[src/hw/rtl/cohort_component_projection_step_top_assert.svh]
// Assertion macros for the cohort projection step block.
// Used by the top level only; expects signals named clk and rst in scope.
`ifndef COHORT_COMPONENT_PROJECTION_STEP_TOP_ASSERT_SVH
`define COHORT_COMPONENT_PROJECTION_STEP_TOP_ASSERT_SVH
`ifndef SYNTH
`define CCPS_ASSERT_SAME(label, ante, cons, msg) \
  label: assert property (@(posedge clk) disable iff (rst) (ante) |-> (cons)) else $error(msg);
`define CCPS_ASSERT_NEXT(label, ante, cons, msg) \
  label: assert property (@(posedge clk) disable iff (rst) (ante) |=> (cons)) else $error(msg);
`else
`define CCPS_ASSERT_SAME(label, ante, cons, msg)
`define CCPS_ASSERT_NEXT(label, ante, cons, msg)
`endif
`endif

[src/hw/rtl/ccps_pkg.sv]
// Shared types and constants for the cohort projection step block.
// No dependencies; imported by the controller, datapath and top level.
`default_nettype none

package ccps_pkg;

  localparam int COUNT_W  = 39;
  localparam int SURV_W   = 17;
  localparam int FERT_W   = 16;
  localparam int MIG_W    = 40;
  localparam int STEP_W   = 4;
  localparam int SRB_W    = 18;
  localparam int AGE_W    = 11;
  localparam int OUT_W    = 40;

  localparam int EXP_W    = 41;
  localparam int BASE_W   = 42;
  localparam int DTH_W    = 44;
  localparam int END_W    = 48;
  localparam int SUM_W    = 48;
  localparam int SS_W     = 56;
  localparam int BT_W     = 56;
  localparam int FEM_W    = 57;
  localparam int MAL_W    = 58;
  localparam int INF_W    = 60;
  localparam int END0_W   = 64;

  localparam int A_W      = 72;
  localparam int B_W      = 18;
  localparam int CHUNK_W  = 24;
  localparam int PROD_W   = CHUNK_W + 1 + B_W;
  localparam int ACC_W    = A_W + B_W;

  localparam int DIV_W    = 72;
  localparam int DEN_W    = 19;
  localparam int DIV_STEPS = DIV_W;
  localparam int CNT_W    = $clog2(DIV_STEPS);

  localparam int DATA_W   = 32;
  localparam int ADDR_W   = 4;

  localparam logic signed [B_W-1:0] ONE_Q16 = 18'sd65536;

  localparam logic [STEP_W-1:0] STEP_RESET = 4'd5;
  localparam logic [SRB_W-1:0]  SRB_RESET  = 18'd68813;
  localparam logic              MIG_RESET  = 1'b0;

  typedef enum logic [1:0] {
    REG_STEP_LENGTH    = 2'd0,
    REG_SEX_RATIO      = 2'd1,
    REG_MIGRATION_MODE = 2'd2
  } reg_idx_e;

  typedef enum logic [2:0] {
    OP_DM  = 3'd0,
    OP_DF  = 3'd1,
    OP_SS  = 3'd2,
    OP_BR  = 3'd3,
    OP_D0M = 3'd4,
    OP_D0F = 3'd5
  } op_e;

  typedef enum logic [3:0] {
    CMD_NONE     = 4'd0,
    CMD_CAPTURE  = 4'd1,
    CMD_PREP     = 4'd2,
    CMD_MUL      = 4'd3,
    CMD_ROUND    = 4'd4,
    CMD_SUMS     = 4'd5,
    CMD_ROW      = 4'd6,
    CMD_DIV_INIT = 4'd7,
    CMD_DIV_STEP = 4'd8,
    CMD_SIGN     = 4'd9,
    CMD_INFANT   = 4'd10
  } dp_cmd_e;

  typedef struct packed {
    dp_cmd_e    cmd;
    op_e        op;
    logic [1:0] chunk;
  } ctrl_cmd_t;

  typedef struct packed {
    logic first;
    logic last;
    logic out_free;
  } dp_status_t;

  typedef struct packed {
    logic [COUNT_W-1:0]      pop_male_start;
    logic [COUNT_W-1:0]      pop_female_start;
    logic [SURV_W-1:0]       survival_male;
    logic [SURV_W-1:0]       survival_female;
    logic [FERT_W-1:0]       fertility_rate;
    logic signed [MIG_W-1:0] migrants_male;
    logic signed [MIG_W-1:0] migrants_female;
    logic                    last_group;
  } in_item_t;

  typedef struct packed {
    logic [AGE_W-1:0]        age_years;
    logic [COUNT_W-1:0]      echo_male_start;
    logic [COUNT_W-1:0]      echo_female_start;
    logic signed [OUT_W-1:0] deaths_male;
    logic signed [OUT_W-1:0] deaths_female;
    logic signed [OUT_W-1:0] births_in_group;
    logic [COUNT_W-1:0]      pop_male_end;
    logic [COUNT_W-1:0]      pop_female_end;
    logic                    final_row;
  } out_item_t;

endpackage

`default_nettype wire

[src/hw/rtl/ccps_ctrl.sv]
// Sequencing state machine for the cohort projection step block.
// Depends on ccps_pkg; drives the datapath through ctrl_cmd_t.
`default_nettype none

module ccps_ctrl import ccps_pkg::*; (
  input  wire logic       clk,
  input  wire logic       rst,
  input  wire logic       item_valid,
  output logic            item_stall,
  input  wire dp_status_t status,
  output ctrl_cmd_t       cmd
);

  typedef enum logic [9:0] {
    S_IDLE     = 10'b0000000001,
    S_PREP     = 10'b0000000010,
    S_MUL      = 10'b0000000100,
    S_ROUND    = 10'b0000001000,
    S_SUMS     = 10'b0000010000,
    S_ROW      = 10'b0000100000,
    S_DIV_INIT = 10'b0001000000,
    S_DIV      = 10'b0010000000,
    S_SIGN     = 10'b0100000000,
    S_INFANT   = 10'b1000000000
  } state_t;

  state_t           state, state_next;
  op_e              op, op_next;
  logic [1:0]       chunk, chunk_next;
  logic [CNT_W-1:0] count, count_next;

  always_ff @(posedge clk) begin
    if (rst) begin
      state <= S_IDLE;
      op    <= OP_DM;
      chunk <= '0;
      count <= '0;
    end else begin
      state <= state_next;
      op    <= op_next;
      chunk <= chunk_next;
      count <= count_next;
    end
  end

  assign item_stall = (state != S_IDLE);

  always_comb begin
    state_next = state;
    op_next    = op;
    chunk_next = chunk;
    count_next = count;
    cmd.cmd    = CMD_NONE;
    cmd.op     = op;
    cmd.chunk  = chunk;
    unique case (state)
      S_IDLE: begin
        if (item_valid) begin
          cmd.cmd    = CMD_CAPTURE;
          state_next = S_PREP;
        end
      end
      S_PREP: begin
        cmd.cmd = CMD_PREP;
        if (status.first) begin
          state_next = S_IDLE;
        end else begin
          op_next    = OP_DM;
          chunk_next = '0;
          state_next = S_MUL;
        end
      end
      S_MUL: begin
        cmd.cmd = CMD_MUL;
        if (chunk == 2'd2) begin
          state_next = S_ROUND;
        end else begin
          chunk_next = chunk + 2'd1;
        end
      end
      S_ROUND: begin
        cmd.cmd    = CMD_ROUND;
        chunk_next = '0;
        unique case (op)
          OP_DM: begin
            op_next    = OP_DF;
            state_next = S_MUL;
          end
          OP_DF:  state_next = S_SUMS;
          OP_SS: begin
            op_next    = OP_BR;
            state_next = S_MUL;
          end
          OP_BR:  state_next = S_ROW;
          OP_D0M: begin
            op_next    = OP_D0F;
            state_next = S_MUL;
          end
          OP_D0F: state_next = S_INFANT;
          default: state_next = S_IDLE;
        endcase
      end
      S_SUMS: begin
        cmd.cmd = CMD_SUMS;
        if (status.last) begin
          state_next = S_ROW;
        end else begin
          op_next    = OP_SS;
          chunk_next = '0;
          state_next = S_MUL;
        end
      end
      S_ROW: begin
        if (status.out_free) begin
          cmd.cmd    = CMD_ROW;
          state_next = status.last ? S_DIV_INIT : S_IDLE;
        end
      end
      S_DIV_INIT: begin
        cmd.cmd    = CMD_DIV_INIT;
        count_next = '0;
        state_next = S_DIV;
      end
      S_DIV: begin
        cmd.cmd = CMD_DIV_STEP;
        if (count == CNT_W'(DIV_STEPS - 1)) begin
          state_next = S_SIGN;
        end else begin
          count_next = count + CNT_W'(1);
        end
      end
      S_SIGN: begin
        cmd.cmd    = CMD_SIGN;
        op_next    = OP_D0M;
        chunk_next = '0;
        state_next = S_MUL;
      end
      S_INFANT: begin
        if (status.out_free) begin
          cmd.cmd    = CMD_INFANT;
          state_next = S_IDLE;
        end
      end
      default: state_next = S_IDLE;
    endcase
  end

endmodule

`default_nettype wire

[config.mk]
export PLATFORM = sky130hd
export DESIGN_NAME = ccps_ctrl
export DESIGN_NICKNAME = d
export VERILOG_FILES = /design/src/hw/rtl/cohort_component_projection_step_top_assert.svh /design/src/hw/rtl/ccps_pkg.sv /design/src/hw/rtl/ccps_ctrl.sv
export SDC_FILE = /design/constraint.sdc
export NUM_CORES = 1
export LEC_CHECK = 0
export ABC_AREA = 1
export BUFFER_PORTS_ARGS = -buffer_cell sky130_fd_sc_hd__buf_2
export CAP_MARGIN = 20
export CELL_PAD_IN_SITES_DETAIL_PLACEMENT = 0
export CELL_PAD_IN_SITES_GLOBAL_PLACEMENT = 1
export CORE_ASPECT_RATIO = 1.4
export CORE_MARGIN = 2
export CORE_UTILIZATION = 43
export CTS_CLUSTER_SIZE = 30
export DETAILED_ROUTE_END_ITERATION = 7
export HOLD_SLACK_MARGIN = 0.15
export MAX_ROUTING_LAYER = met4
export PLACE_DENSITY = 0.93
export SYNTH_ARGS = -nofsm -noshare
export SYNTH_HDL_FRONTEND = slang
export SYNTH_SLANG_ARGS = --single-unit
[constraint.sdc]
create_clock -name clk -period 2.7 [get_ports clk]
set_input_delay 0.54 -clock clk [delete_from_list [all_inputs] [get_ports clk]]
set_output_delay 0.54 -clock clk [all_outputs]
set_load 0.1 [all_outputs]
-- Word-level counts from Yosys, hierarchy flattened
Cells that the tools add are included.
- register bits: 22
- input bits: 6
- output and inout bits: 10
- logic and storage cells: 68
- $add $sub $neg: 2
- eq/ne operators: 28
- muxes and demuxes: 24
- reduce and logical (&&, ||, !) cells: 10
- operator list (operator ; count):
    one-hot mux 10 bit (10 select lines) ; 1
    2-to-1 mux 10 bit ; 5
    one-hot mux 10 bit (4 select lines) ; 1
    one-hot mux 4 bit (10 select lines) ; 1
    != test 2 bit, second input constant ; 9
    2-to-1 mux 7 bit ; 2
    one-hot mux 7 bit (2 select lines) ; 1
    2-to-1 mux 3 bit ; 4
    one-hot mux 3 bit (4 select lines) ; 1
    == test 10 x 1 -> 1 bit, second input constant ; 1
    == test 10 bit, second input constant ; 1
    == test 10 x 2 -> 1 bit, second input constant ; 1
    == test 10 x 3 -> 1 bit, second input constant ; 1
    == test 10 x 4 -> 1 bit, second input constant ; 1
    == test 10 x 5 -> 1 bit, second input constant ; 1
    == test 10 x 6 -> 1 bit, second input constant ; 1
    == test 10 x 7 -> 1 bit, second input constant ; 1
    == test 10 x 8 -> 1 bit, second input constant ; 1
    == test 10 x 9 -> 1 bit, second input constant ; 1
    != test 10 x 1 -> 1 bit, second input constant ; 1
    one-hot mux 3 bit (3 select lines) ; 1
    one-hot mux 2 bit (4 select lines) ; 1
    AND reduction 4 bit ; 2
    nonzero test 4 bit ; 2
    other kinds (18) ; 22

-- Longest topological paths before layout
- depth after elaboration: 4
- depth in mapped cells: 13
- gate-level depth less buffers: 13

-- Worst setup path before layout
Ideal clock, no wire load.
- path kind: flip-flop to output port
- start: register state[2]
- end: output port cmd[5] (netlist name)
- arrival: 3.989 ns
- setup slack: -1.829 ns
- cell stages (with the launch flop): 6
- path buffers: 0
- path through: dfxtp_1 > nor2_2 > inv_1 > nor2_1 > nand3_1 > o21ai_0
- RTL lines (item ; RTL line ; RTL):
    start: declaration ; ccps_ctrl.sv:27 ; state_t state, state_next;
    start signal: assignment ; ccps_ctrl.sv:39 ; state <= state_next;
    end: declaration ; ccps_ctrl.sv:11 ; output ctrl_cmd_t cmd

==> metrics.md <==
| Metric | Value |
|---|---|
| Largest family of logic cells by synthesized area | `simple AND/OR/NAND/NOR gates` |
| Synthesized cell area | `1440 µm²` |
| Number of synthesized register bits | `22` |
| Vias/cell | `5.03` |
| LEAKAGE | `0.000814 µW` |
| Core Area | `3150 µm²` |
| Worst skew pair latency | `0.26 ns` |
| Worst slew pin tran | `0.488 ns` |
| CTS resizes | `0` |
| # hold bufs at CTS | `0` |
| Initial antenna violation count | `0` |
| Clock Sinks | `22` |
| Global route total overflow | `0` |
| CTS tree | `yes` |
| Global-route wire length before repair | `5620 µm` |
| WHS | `0.449 ns` |
| CP arrival | `1.97 ns` |
| Crit path max fanout | `5` |
| CTS Buffer Depth | `2` |
| Chip width | `52.9 µm` |
| Area contributors post-synth | `dfxtp_1 (31%), nand2_1 (14%), inv_1 (8.9%)` |
| Die area | `3830 µm²` |
| Crit path largest cell delay | `0.44 ns` |
| Tcrit/Tclk final | `92.8%` |
| Max VDD drop | `295 µV` |
| Synth Area in XOR/XNOR | `0.609%` |
| Vias | `1443` |
| Drt wl/cell | `11.6 µm` |
| Delay-heaviest family, CP | `simple AND/OR/NAND/NOR gates` |
| Min-delay worst type | `flop to flop` |
| Crit. End Element | `primary output` |
| Slew Limit Headroom | `67.7%` |
| Power Density | `476 nW/µm²` |
| Peak Freq | `399 MHz` |
| Top-area cell type share of the netlist area | `30.6%` |
| WS Path Type | `flop to primary output` |
| Final Hold Viols | `0` |
| Antenna Nets Post-Route | `0` |
| Overall power | `767 µW` |
| Pin count of the biggest net entering global routing | `14` |
| Cells after Synth | `231` |
| CTS root buf | `clkbuf_8` |
| Synth Area in Compound Gates | `8.96%` |
| YS warnings | `0` |
| Total length of routed wires | `3340 µm` |
| Worst slack, placed | `0.497 ns` |
| I/O Pins | `16` |
| Seq/Total Area, Yosys | `30.6%` |
| Clk_skew | `0.00121 ns` |
| Setup Viol. Count Final | `0` |
| Die Y | `72.4 µm` |
| Post-Synthesis Net Count | `239` |
| DR pass1 iterations | `4` |
| # rows | `24` |
| Final Util | `51.1%` |
| Mux share of post-synthesis cell area | `0%` |
| CTS buffer count | `3` |
| Cell variety after synth | `29` |
| Iter 0 DRT Violations | `27` |
| Multi-input logic area | `851 µm²` |
| DP HPWL | `2750 µm` |
| Synth Area in Adders | `1.74%` |
| Max stage delay cell, worst path | `buf_2` |
| Layout cell share with drive strength beyond 1 | `19.0%` |
| RSZ-0062 raised after global routing | `false` |
| Fillers | `340` |
| Final Critical Period | `2.51 ns` |
| Simple-gate share of the synthesized area | `47.1%` |
| P&R area growth vs syn | `11.9%` |
| Register area | `440 µm²` |
| Worst-path cell chain | `nor2_2 -> nand2_2 -> inv_1 -> nand3_2 -> nand2_1 -> nor2_1 -> o21ai_1 -> buf_2` |
| Port Buf Inserts | `15` |
| Inserted Diodes | `0` |
| H-tree depth | `1` |
| Finished Layout Cells | `287` |
| Inst Count DP | `284` |
| CP startpoint kind | `flop` |
| Nets | `258` |
| Yosys top cell by area | `dfxtp_1` |
| RD Place Congestion | `0.940` |
| Req. time, crit path | `2.16 ns` |
| Max-slew violation count | `0` |
| Initial core utilization | `45.6%` |
| Residual DRC | `0` |
| Max-Cap Viols | `0` |
| GRT Overall Usage | `20.1%` |
| Syn avg cell area | `6.23 µm²` |
| Vias in the first global route | `1294` |
| WP buf/inv | `2` |
| Clk pin slew, worst setup/hold paths | `0.08 ns` |
| Run status | `completed` |
| Final setup margin | `0.195 ns` |
| Postcts setup bufs | `0` |
==> flip-flops by register name, indices dropped and copies added (netlist names) <==
name   count
op         3
state     10
chunk      2
count      7
==> logic make-up (layout without fill, tap and decap cells) <==
group,Yosys count,after routing
simple gates,141,141
buf+inv,42,59
fa+ha+maj,2,2
xor+xnor,1,1
flops,22,22
compound gates,23,23
==> synth_stat cells <==
cell type and n:
o211ai_1 1, or2_0 1, nand2b_1 1, xnor2_1 1
nand4_1 6, nand2_4 2, nor2_2 8, o31ai_1 1
nand3_2 3, o21bai_1 1, nor3_2 1, o2111ai_1 1
nor3_1 4, nor2_4 2, nor3b_2 1, nand3_1 18
o21a_1 1, nand3b_1 2, ha_1 2, nor2_1 34
inv_1 34, o21ai_0 7, clkbuf_1 1, inv_2 6
nand2_1 54, dfxtp_1 22, a21oi_1 11, nand2_2 4
clkinv_1 1
==> through the flow <==
stage | cell area (µm²) | TNS, ns
2_1_floorplan | 1450 | -0.586
3_3_place_gp | 1570 | 0
3_5_place_dp | 1570 | 0
4_1_cts | 1610 | 0
5_1_grt | 1610 | 0
6_report | 1610 | 0
==> layout make-up <==
cell class / instances / area share, %
Clock buffer: 3 / 2.56
Inverter: 41 / 9.56
Multi-Input combinational cell: 167 / 52.8
Sequential cell: 22 / 27.4
Tap cell: 39 / 3.03
Timing Repair Buffer: 15 / 4.66
==> cell usage in the layout (no fill, tap or decap), types with 2 or more instances in the layout <==
master	instances
inv_2	6
nand2_1	54
nand3_1	18
nand3b_1	2
ha_1	2
nand2_4	2
nor3_1	4
nor2_1	34
dfxtp_1	22
o21ai_0	5
nand2_2	4
nor2_4	2
nand4_1	6
a21oi_1	11
clkbuf_8	3
inv_1	34
nor2_2	8
buf_2	15
nand3_2	3
==> where the power goes <==
part | switching [µW] | total, µW | leakage (µW) | internal [µW]
sequential | 7.73 | 341 | 0.000178 | 334
clock | 103 | 203 | 0.0000216 | 99.5
combinational | 175 | 222 | 0.000615 | 47.9
total | 286 | 767 | 0.000814 | 481
==> per-layer routing <==
layer  track usage (%)  wire [µm]
met1              24.2       1370
met2              34.0       1780
met3              2.47        142
met4              6.84         51
met5                 -          0
==> final timing paths <==
kind	slack (ns)	startpoint	endpoint	depth (start not counted)
worst min-delay path	0.45	chunk[0]	chunk[0]	1
worst max-delay path	0.19	state[2]	cmd[7]	8
worst min register to register	0.45	chunk[0]	chunk[0]	1
worst max register to register	1.13	state[6]	state[6]	8
No activity file was read; power rests on OpenSTA's default activity.
